--- config.mk ---
export PLATFORM = sky130hd
export DESIGN_NAME = background_bounding_box
export DESIGN_NICKNAME = d
export VERILOG_FILES = /design/src/rtl/core/bgbb_pkg.sv /design/src/rtl/core/bgbb_raster.sv /design/src/rtl/core/background_bounding_box.sv
export SDC_FILE = /design/constraint.sdc
export NUM_CORES = 1
export LEC_CHECK = 0
export BUFFER_PORTS_ARGS = -buffer_cell sky130_fd_sc_hd__clkbuf_2
export CAP_MARGIN = 30
export CORE_MARGIN = 8
export CORE_UTILIZATION = 50
export CTS_CLUSTER_DIAMETER = 120
export CTS_CLUSTER_SIZE = 24
export DETAILED_ROUTE_END_ITERATION = 8
export PLACE_DENSITY = 0.71
export SETUP_SLACK_MARGIN = 0.05
export SLEW_MARGIN = 20
export SYNTH_ARGS = -nofsm -noshare
export SYNTH_HDL_FRONTEND = slang
export SYNTH_HIERARCHICAL = 1
export SYNTH_SLANG_ARGS = --single-unit
--- constraint.sdc ---
create_clock -name clk -period 5.15 [get_ports clk]
set_input_delay 0.2575 -clock clk [delete_from_list [all_inputs] [get_ports clk]]
set_output_delay 0.2575 -clock clk [all_outputs]
set_load 0.01 [all_outputs]
--- src/rtl/core/bgbb_pkg.sv ---
// Shared types and constants for the background bounding box block.
// Used by bgbb_raster and background_bounding_box; no dependencies.
package bgbb_pkg;

	localparam int PIX_W   = 8;
	localparam int COORD_W = 12;
	localparam int DIM_W   = 13;
	localparam int OUT_W   = 80;

	localparam logic [DIM_W-1:0]   MAX_DIM      = 13'd4096;
	localparam logic [COORD_W-1:0] COORD_MAX    = '1;
	localparam logic [DIM_W-1:0]   WIDTH_RESET  = 13'd640;
	localparam logic [DIM_W-1:0]   HEIGHT_RESET = 13'd480;

	// configuration register indexes
	localparam logic REG_FRAME_WIDTH  = 1'b0;
	localparam logic REG_FRAME_HEIGHT = 1'b1;

	typedef enum logic [1:0] {
		STAT_OK      = 2'd0,
		STAT_CORNERS = 2'd1,
		STAT_EMPTY   = 2'd2
	} status_t;

	// raster position of one pixel transaction
	typedef struct packed {
		logic [COORD_W-1:0] x;
		logic [COORD_W-1:0] y;
		logic               first;   // background reference pixel
		logic               corner;  // one of the three other corners
		logic               last;    // final pixel of the frame
	} raster_pos_t;

	// last index along one axis; zero is taken as one, above MAX_DIM as MAX_DIM
	function automatic logic [COORD_W-1:0] dim_last(input logic [DIM_W-1:0] v);
		logic [DIM_W-1:0] m;
		m = v - 13'd1;
		if (v == '0) begin
			return '0;
		end else if (v > MAX_DIM) begin
			return COORD_MAX;
		end else begin
			return m[COORD_W-1:0];
		end
	endfunction

endpackage

--- src/rtl/core/bgbb_raster.sv ---
// Frame size registers and raster x/y counters.
// Depends on bgbb_pkg.
module bgbb_raster (
	input  logic                        clk,
	input  logic                        arst_n,
	input  logic                        cfg_we,
	input  logic                        cfg_index,
	input  logic [bgbb_pkg::DIM_W-1:0]  cfg_wdata,
	input  logic                        advance,
	output bgbb_pkg::raster_pos_t       pos
);
	import bgbb_pkg::*;

	logic [DIM_W-1:0]   fw_q, fh_q;
	logic [COORD_W-1:0] x_q, y_q;
	logic [COORD_W-1:0] w_last, h_last;
	logic               last_col, last_row;

	assign w_last   = dim_last(fw_q);
	assign h_last   = dim_last(fh_q);
	assign last_col = (x_q >= w_last);
	assign last_row = (y_q >= h_last);

	always_comb begin
		pos.x      = x_q;
		pos.y      = y_q;
		pos.first  = (x_q == '0) && (y_q == '0);
		pos.last   = last_col && last_row;
		pos.corner = !pos.first && ((last_col && (y_q == '0)) ||
			((x_q == '0) && last_row) || (last_col && last_row));
	end

	always_ff @(posedge clk or negedge arst_n) begin
		if (!arst_n) begin
			fw_q <= WIDTH_RESET;
			fh_q <= HEIGHT_RESET;
		end else if (cfg_we) begin
			unique case (cfg_index)
				REG_FRAME_WIDTH:  fw_q <= cfg_wdata;
				REG_FRAME_HEIGHT: fh_q <= cfg_wdata;
				default: ;
			endcase
		end
	end

	// any register write restarts the frame
	always_ff @(posedge clk or negedge arst_n) begin
		if (!arst_n) begin
			x_q <= '0;
			y_q <= '0;
		end else if (cfg_we) begin
			x_q <= '0;
			y_q <= '0;
		end else if (advance) begin
			if (last_col && last_row) begin
				x_q <= '0;
				y_q <= '0;
			end else if (last_col) begin
				x_q <= '0;
				y_q <= y_q + 12'd1;
			end else begin
				x_q <= x_q + 12'd1;
			end
		end
	end

endmodule

--- src/rtl/core/background_bounding_box.sv ---
// Top level of the background bounding box (auto-crop) block.
// Depends on bgbb_pkg and bgbb_raster.
// One pixel transaction per clock, but for the stall described below.
// Pixels arrive in raster order, x fastest, rows from y = 0; the first
// pixel of a frame sets the background value. Each pixel is registered
// with its x/y position (stage 1), then one compare against the background
// and four min/max updates run on it and are committed when stage 1 drains;
// the result is then held in an output register. One result transaction
// comes out per frame, on the frame's last pixel. The result sits there;
// pixels keep flowing while it waits, and only the last pixel of the next
// frame stalls if it is still untaken.
// Status: ok, corners differ (takes priority), or no foreground; on
// either error every other field is zero. A register write abandons the
// frame in progress and holds off the pixel input in its cycle; write only
// while the block is idle. Frame sizes of zero act as one, above 4096 as 4096.
module background_bounding_box (
	input  logic                           clk,
	input  logic                           arst_n,
	// configuration write port: index 0 frame_width, 1 frame_height
	input  logic                           cfg_we,
	input  logic                           cfg_index,
	input  logic [bgbb_pkg::DIM_W-1:0]     cfg_wdata,
	// pixel stream
	input  logic                           s_tvalid,
	output logic                           s_tready,
	input  logic [7:0]                     s_tdata,   // [7:0] pixel
	// result stream
	output logic                           m_tvalid,
	input  logic                           m_tready,
	// [11:0] min_x, [23:12] min_y, [35:24] max_x, [47:36] max_y,
	// [60:48] crop_width, [73:61] crop_height, [75:74] pad_bytes,
	// [77:76] status, [79:78] zero
	output logic [bgbb_pkg::OUT_W-1:0]     m_tdata
);
	import bgbb_pkg::*;

	raster_pos_t        pos;
	logic               in_acc;
	logic               s1_go;

	logic               s1_valid_q;
	raster_pos_t        s1_pos;
	logic [PIX_W-1:0]   s1_pix;

	logic [PIX_W-1:0]   bg_q;
	logic [COORD_W-1:0] left_q, right_q, bottom_q, top_q;
	logic               found_q, corners_q;

	logic               fg;
	logic [COORD_W-1:0] left_n, right_n, bottom_n, top_n;
	logic               found_n, corners_n;
	logic [DIM_W-1:0]   cw, ch;

	logic               out_valid_q;
	logic [OUT_W-1:0]   out_data_q;
	logic [OUT_W-1:0]   result;

	bgbb_raster u_raster (
		.clk       (clk),
		.arst_n    (arst_n),
		.cfg_we    (cfg_we),
		.cfg_index (cfg_index),
		.cfg_wdata (cfg_wdata),
		.advance   (in_acc),
		.pos       (pos)
	);

	// stage 1 drains unless it holds a last pixel and the result is blocked
	assign s1_go    = s1_valid_q && (!s1_pos.last || !out_valid_q || m_tready);
	assign s_tready = (!s1_valid_q || s1_go) && !cfg_we;
	assign in_acc   = s_tvalid && s_tready;

	always_ff @(posedge clk or negedge arst_n) begin
		if (!arst_n) begin
			s1_valid_q <= 1'b0;
		end else if (cfg_we) begin
			s1_valid_q <= 1'b0;
		end else if (s_tready) begin
			s1_valid_q <= in_acc;
		end
	end

	always_ff @(posedge clk) begin
		if (in_acc) begin
			s1_pos <= pos;
			s1_pix <= s_tdata;
		end
	end

	// box update for the pixel in stage 1
	always_comb begin
		fg        = !s1_pos.first && (s1_pix != bg_q);
		left_n    = left_q;
		right_n   = right_q;
		bottom_n  = bottom_q;
		top_n     = top_q;
		found_n   = found_q;
		corners_n = corners_q;
		if (fg) begin
			if (s1_pos.x < left_q)   left_n   = s1_pos.x;
			if (s1_pos.x > right_q)  right_n  = s1_pos.x;
			if (s1_pos.y < bottom_q) bottom_n = s1_pos.y;
			if (s1_pos.y > top_q)    top_n    = s1_pos.y;
			found_n = 1'b1;
			if (s1_pos.corner) corners_n = 1'b0;
		end
	end

	assign cw = {1'b0, right_n} - {1'b0, left_n} + 13'd1;
	assign ch = {1'b0, top_n} - {1'b0, bottom_n} + 13'd1;

	always_comb begin
		if (!corners_n) begin
			result = {2'b00, STAT_CORNERS, {(OUT_W-4){1'b0}}};
		end else if (!found_n) begin
			result = {2'b00, STAT_EMPTY, {(OUT_W-4){1'b0}}};
		end else begin
			result = {2'b00, STAT_OK, cw[1:0], ch, cw, top_n, right_n, bottom_n, left_n};
		end
	end

	// frame accumulators; cleared after each result and on register writes
	always_ff @(posedge clk or negedge arst_n) begin
		if (!arst_n) begin
			bg_q      <= '0;
			left_q    <= COORD_MAX;
			right_q   <= '0;
			bottom_q  <= COORD_MAX;
			top_q     <= '0;
			found_q   <= 1'b0;
			corners_q <= 1'b1;
		end else if (cfg_we || (s1_go && s1_pos.last)) begin
			bg_q      <= '0;
			left_q    <= COORD_MAX;
			right_q   <= '0;
			bottom_q  <= COORD_MAX;
			top_q     <= '0;
			found_q   <= 1'b0;
			corners_q <= 1'b1;
		end else if (s1_go) begin
			if (s1_pos.first) bg_q <= s1_pix;
			left_q    <= left_n;
			right_q   <= right_n;
			bottom_q  <= bottom_n;
			top_q     <= top_n;
			found_q   <= found_n;
			corners_q <= corners_n;
		end
	end

	// result register
	always_ff @(posedge clk or negedge arst_n) begin
		if (!arst_n) begin
			out_valid_q <= 1'b0;
		end else if (s1_go && s1_pos.last) begin
			out_valid_q <= 1'b1;
		end else if (m_tready) begin
			out_valid_q <= 1'b0;
		end
	end

	always_ff @(posedge clk) begin
		if (s1_go && s1_pos.last) begin
			out_data_q <= result;
		end
	end

	assign m_tvalid = out_valid_q;
	assign m_tdata  = out_data_q;

endmodule
# Yosys cells after proc, flatten, opt, wreduce, memory -nomap -nowiden
# Index checks and enable logic that the tools add are counted.
# totals
register_bits,225
input_bits,27
output_inout_bits,82
# op_classes
add_sub_neg,8
order_cmp,8
n_eq_ne,1
mux,43
bitwise_logic,1
reduce_logical,37
# ops
cell,count
$mux 12,28
$mux 78,1
$add 13x1->13 const B,2
$gt 13x13->1 const B,2
$logic_not 13->1,2
$sub 12x12->13,2
$add 12x1->12 const B,2
$ge 12x12->1,2
$gt 12x12->1,2
$logic_not 12->1,2
$lt 12x12->1,2
$mux 8,3
$sub 12x1->12 const B,2
$mux 1,11
$logic_and 1x1->1,10
$reduce_and 2->1,5
$reduce_bool 2->1,5
$ne 8x8->1,1
$logic_not 1->1,6
$logic_or 1x1->1,6
$reduce_bool 3->1,1
$not 1->1,1

# Logic depth before layout (Yosys ltp)
# logic_depth
depth_word,9
ltp_mapped,18

# Cells and area by module
# The synthesis kept the hierarchy.
# by_module_without_submodules
mod,instances,cells_per_inst,area_per_inst_um2
background_bounding_box,1,801,9276.4
bgbb_raster,1,367,3428.3

# Worst setup path before layout
# OpenSTA, ideal clock, no wires.
# synth_timing
path_kind,register -> register
startpoint,"register out_valid_q, in the netlist m_tvalid"
endpoint,register right_q[10]
setup_time_ns,0.122
t_arrival_ns,4.924
required_ns,5.028
slack_ns,0.104
path_stages_with_launch,6
n_path_buf,1
period_less_slack_ns,5.046
path_cell_list,dfrtp_1 nor2b_1 nor2_1 nor2_1 clkbuf_1 a32o_1
# synth_between
elab_chain_len,7
elab_cells_between_ends,8
# synth_rtl
element,line,text
from (decl),background_bounding_box.sv:54,logic out_valid_q;
from (signal assigned),background_bounding_box.sv:154,out_valid_q <= 1'b0;
from (signal assigned),background_bounding_box.sv:156,out_valid_q <= 1'b1;
from (signal assigned),background_bounding_box.sv:158,out_valid_q <= 1'b0;
$logic_not 1->1 (*),background_bounding_box.sv:69,assign s1_go = s1_valid_q && (!s1_pos.last || !out_valid_q || m_tready);
$logic_or 1x1->1 (*) (2 in a row),background_bounding_box.sv:69,
$logic_and 1x1->1 (*),background_bounding_box.sv:69,
$logic_and 1x1->1,background_bounding_box.sv:132,end else if (cfg_we || (s1_go && s1_pos.last)) begin
$logic_or 1x1->1,background_bounding_box.sv:132,
$mux 12 or $reduce_bool 2->1 (tied branches),n/a,
to (signal assigned),background_bounding_box.sv:143,right_q <= right_n;
to (decl),background_bounding_box.sv:46,"logic [COORD_W-1:0] left_q, right_q, bottom_q, top_q;"
# Every way passes the cells marked *; elsewhere a longest branch is shown, timed or not.
# A chain may end at the register's enable or synchronous reset.

# Worst setup path in the final report
# layout_timing
startpoint,register left_q[10]
endpoint,"register out_data_q[59], in the netlist m_tdata[59], data pin"
# layout_between
elab_chain_len,5
# layout_rtl
element,line,text
from (decl),background_bounding_box.sv:46,
from (signal assigned),background_bounding_box.sv:142,left_q <= left_n;
$lt 12x12->1,background_bounding_box.sv:100,if (s1_pos.x < left_q) left_n = s1_pos.x;
$mux 12,background_bounding_box.sv:100,
$mux 12,background_bounding_box.sv:99,if (fg) begin
named net left_n[1],background_bounding_box.sv:50,"logic [COORD_W-1:0] left_n, right_n, bottom_n, top_n;"
$sub 12x12->13,background_bounding_box.sv:109,"assign cw = {1'b0, right_n} - {1'b0, left_n} + 13'd1;"
$add 13x1->13,background_bounding_box.sv:109,
to (signal assigned),background_bounding_box.sv:164,out_data_q <= result;
to (decl),background_bounding_box.sv:55,logic [OUT_W-1:0] out_data_q;
# The timed path passes the listed nets, and every way through them passes these cells.

==> impl_metrics.py <==
metrics = {
    "outcome": {
        "status": "finished clean",
    },
    "timing": {
        "slew_violations": 0,
        "worst_slew_pin_slew_ps": 929,
        "rsz0062_at_grt": "no",
        "post-route-period-util_pct": 91.7,
        "setup_tns_ps": 0,
        "finalSetupViolations": 0,
        "fin_hold_ws_ps": 31.4,
        "final.min_clock_period_ps": 4720,
        "fin_worst_skew_ps": 20.6,
        "fmax_mhz": 212,
        "slew_headroom_pct": 38.0,
        "hold_violations": 0,
    },
    "route": {
        "top_layer": "met4",
        "postRouteAntennaNets": 0,
        "firstDrtPassIters": 4,
        "dr_wl_met2_um": 12700,
        "wl_per_cell_um": 17.5,
        "route.detailed.drc": 0,
        "avgViaCountPerCell": 5.80,
        "via_count": 9293,
        "wirelength_um": 28100,
        "wl_met1_um": 13100,
        "drt_iter0_markers": 720,
        "wl_met3_um": 1730,
    },
    "logic_synthesis": {
        "yosysTopAreaCell": "edfxtp_1",
        "yosysTopAreaCellShare_pct": 26.2,
        "synth.avg_cell_area_um2": 10.9,
        "ys_warn_count": 6,
        "ys_ff_latch": 221,
        "ys_top_cells_by_area": "edfxtp_1 (26%), dfrtp_1 (16%), ha_1 (12%)",
        "ys_top_cells_by_count": "ha_1 (122), edfxtp_1 (111), nor2_1 (86), dfrtp_1 (79)",
        "synthDistinctLibCells": 79,
        "ys_seq_area_share_pct": 48.2,
        "syn-cell-area_mm2": 0.0127,
        "synth_flop_cell": "edfxtp_1",
        "synth_edf_count": 111,
        "async_flop_share_pct": 49.8,
        "synth.most_common_cell": "ha_1",
        "syn_inst": 1168,
    },
    "finish": {
        "nets": 1417,
        "syn2layout_area_growth_pct": 10.5,
        "fin_cells": 1602,
        "drive_gt1_share_pct": 17.1,
        "nFillCells": 2122,
        "n_antenna_cell": 0,
    },
    "critical_path": {
        "crit_required_ps": 5360,
        "cp.arrival_ps": 4930,
        "path_cells": "inv_1, ha_1, nand4_1, or4_1, o21bai_1, or4b_4, mux2_4, ha_1, inv_1, ha_1, fa_1, a21oi_1, o211ai_1, a31o_2, a21oi_1, xor2_1, nor2_1",
        "slowest_delay_ps": 560,
        "crit_top_cell": "ha_1",
        "critPathKind": "reg2reg",
        "end_kind": "register",
        "cp_max_fo": 14,
        "cp-start-kind": "register",
        "worst_path_max_delay_cell": "dfstp_2",
    },
    "floorplanning": {
        "initial_core_util_pct": 50.7,
        "pin_count": 109,
        "dieArea_mm2": 0.0308,
        "core_area_mm2": 0.0250,
        "die_y_um": 175,
        "num_rows": 58,
        "die_x_um": 175,
    },
    "pwr": {
        "powerDensity_mw_per_mm2": 261,
        "leakage_nw": 6.28,
        "ir_drop_v": 0.000250,
    },
    "clock_tree": {
        "clk_pin_slew_ps": 100,
        "cts-htree-levels": 1,
        "cts_resized": 0,
        "clk_latency_ps": 480,
        "tritoncts": "built",
        "cts_sinks": 221,
        "cts_buffers": 13,
        "cts-root-buf": "clkbuf_16",
        "cts_buffer_depth": 3,
    },
    "global_route": {
        "grt_max_degree": 78,
        "grt_overflow": 0,
        "grt_use_total_pct": 18.0,
        "grt_pass1_wl_um": 46100,
        "grt_pass1_vias": 9026,
        "antenna_found_initial": 0,
    },
    "hold_path": {
        "hp-class": "in2reg",
    },
    "placement": {
        "gp_congestion": 0.878,
        "portBuffers": 106,
        "dp_hpwl_um": 20600,
        "placedCellCount": 1568,
    },
    "run": {
        "maxCapViolCount": 0,
    },
}
-- state kept, by name, indices dropped and copies added (netlist names), 12 cells and up --
| register | cells |
|---|---|
| top_q | 12 |
| right_q | 12 |
| u_raster/x_q | 12 |
| u_raster/fw_q | 13 |
| m_tdata | 76 |
| u_raster/y_q | 12 |
| bottom_q | 12 |
| left_q | 12 |
| u_raster/fh_q | 13 |
| s1_pos | 27 |
-- placed cells by master, fill, tap and decap left out, types with 28 or more instances in the layout --
| master | instances |
|---|---|
| ha_1 | 122 |
| edfxtp_1 | 111 |
| clkbuf_2 | 105 |
| nor2_1 | 85 |
| dfrtp_1 | 79 |
| inv_1 | 76 |
| a21oi_1 | 76 |
| nand2_1 | 69 |
| o21ai_0 | 57 |
| nand3_1 | 43 |
| dfstp_2 | 31 |
| xor2_1 | 28 |
-- path summary, 6_finish.rpt --
path	start	to	slack [ps]	cells after the start
max	left_q[10]	m_tdata[59]	430	17
min	cfg_wdata[2]	u_raster/fw_q[2]	30	2
max reg2reg	left_q[10]	m_tdata[59]	430	17
min reg2reg	found_q	found_q	510	1
max in group asynchronous	arst_n	u_raster/y_q[2]	3540	3
min in group asynchronous	arst_n	bg_q[2]	370	2
-- kinds of logic (layout without fill, tap and decap cells) --
logic type | count (synthesis) | count (layout) | share of synthesized area [%]
flip-flops | 221 | 221 | 48.2
adder cells (fa/ha/maj) | 125 | 125 | 12.4
other | 1 | 2 | 0.0295
AO/OA/AOI/OAI | 286 | 286 | 15.5
AND/OR/NAND/NOR | 320 | 320 | 12.7
XOR/XNOR | 41 | 41 | 2.83
buffers and inverters | 125 | 228 | 4.17
multiplexers | 49 | 49 | 4.20
-- layer usage --
layer  global-route usage [%]  vias up
li1                         -     4527
met1                     24.5     4460
met2                     29.0      256
met3                     3.35       50
met4                     4.70        0
met5                        0        -
-- where the power goes --
part | internal, mW | switching (mW)
Clock | 0.483 | 0.561
Sequential | 1.94 | 0.0748
Combinational | 0.247 | 0.353
-- timing repair --
action | in CTS | in global routing
setup buffers | 0 | 0
hold endpoints to repair | 41 | 0
hold buffers | 10 | 0
-- stage by stage --
step | power (mW) | area [um^2] | util, % | worst slack (ps)
after CTS | 3.69 | 14000 | 55.9 | 467
after floorplan | 2.46 | 12700 | - | 104
after global placement | 2.62 | 13500 | 54.0 | 636
after detailed placement | 2.64 | 13500 | 54.0 | 537
after global routing | 3.84 | 14000 | 56.1 | 200
final | 3.66 | 14000 | 56.1 | 430
-- worst max-delay path: cells and delay by family, from the launching register on --
family	cells	cell delay, ps
buf+inv	2	90
simple gates	4	1060
xor+xnor	1	160
mux	1	340
compound gates	5	1040
fa+ha+maj	4	1210
flops	1	560
-- cell type report --
class	count	area, um^2	area share, %
clock buffers	19	348	2.48
clock inverters	2	25.0	0.178
inverters	76	285	2.03
multi-input cells	823	6070	43.3
flip-flops and latches	221	6120	43.6
well taps	330	413	2.94
repair buffers	131	769	5.48
Power figures use the tool's default switching activity.
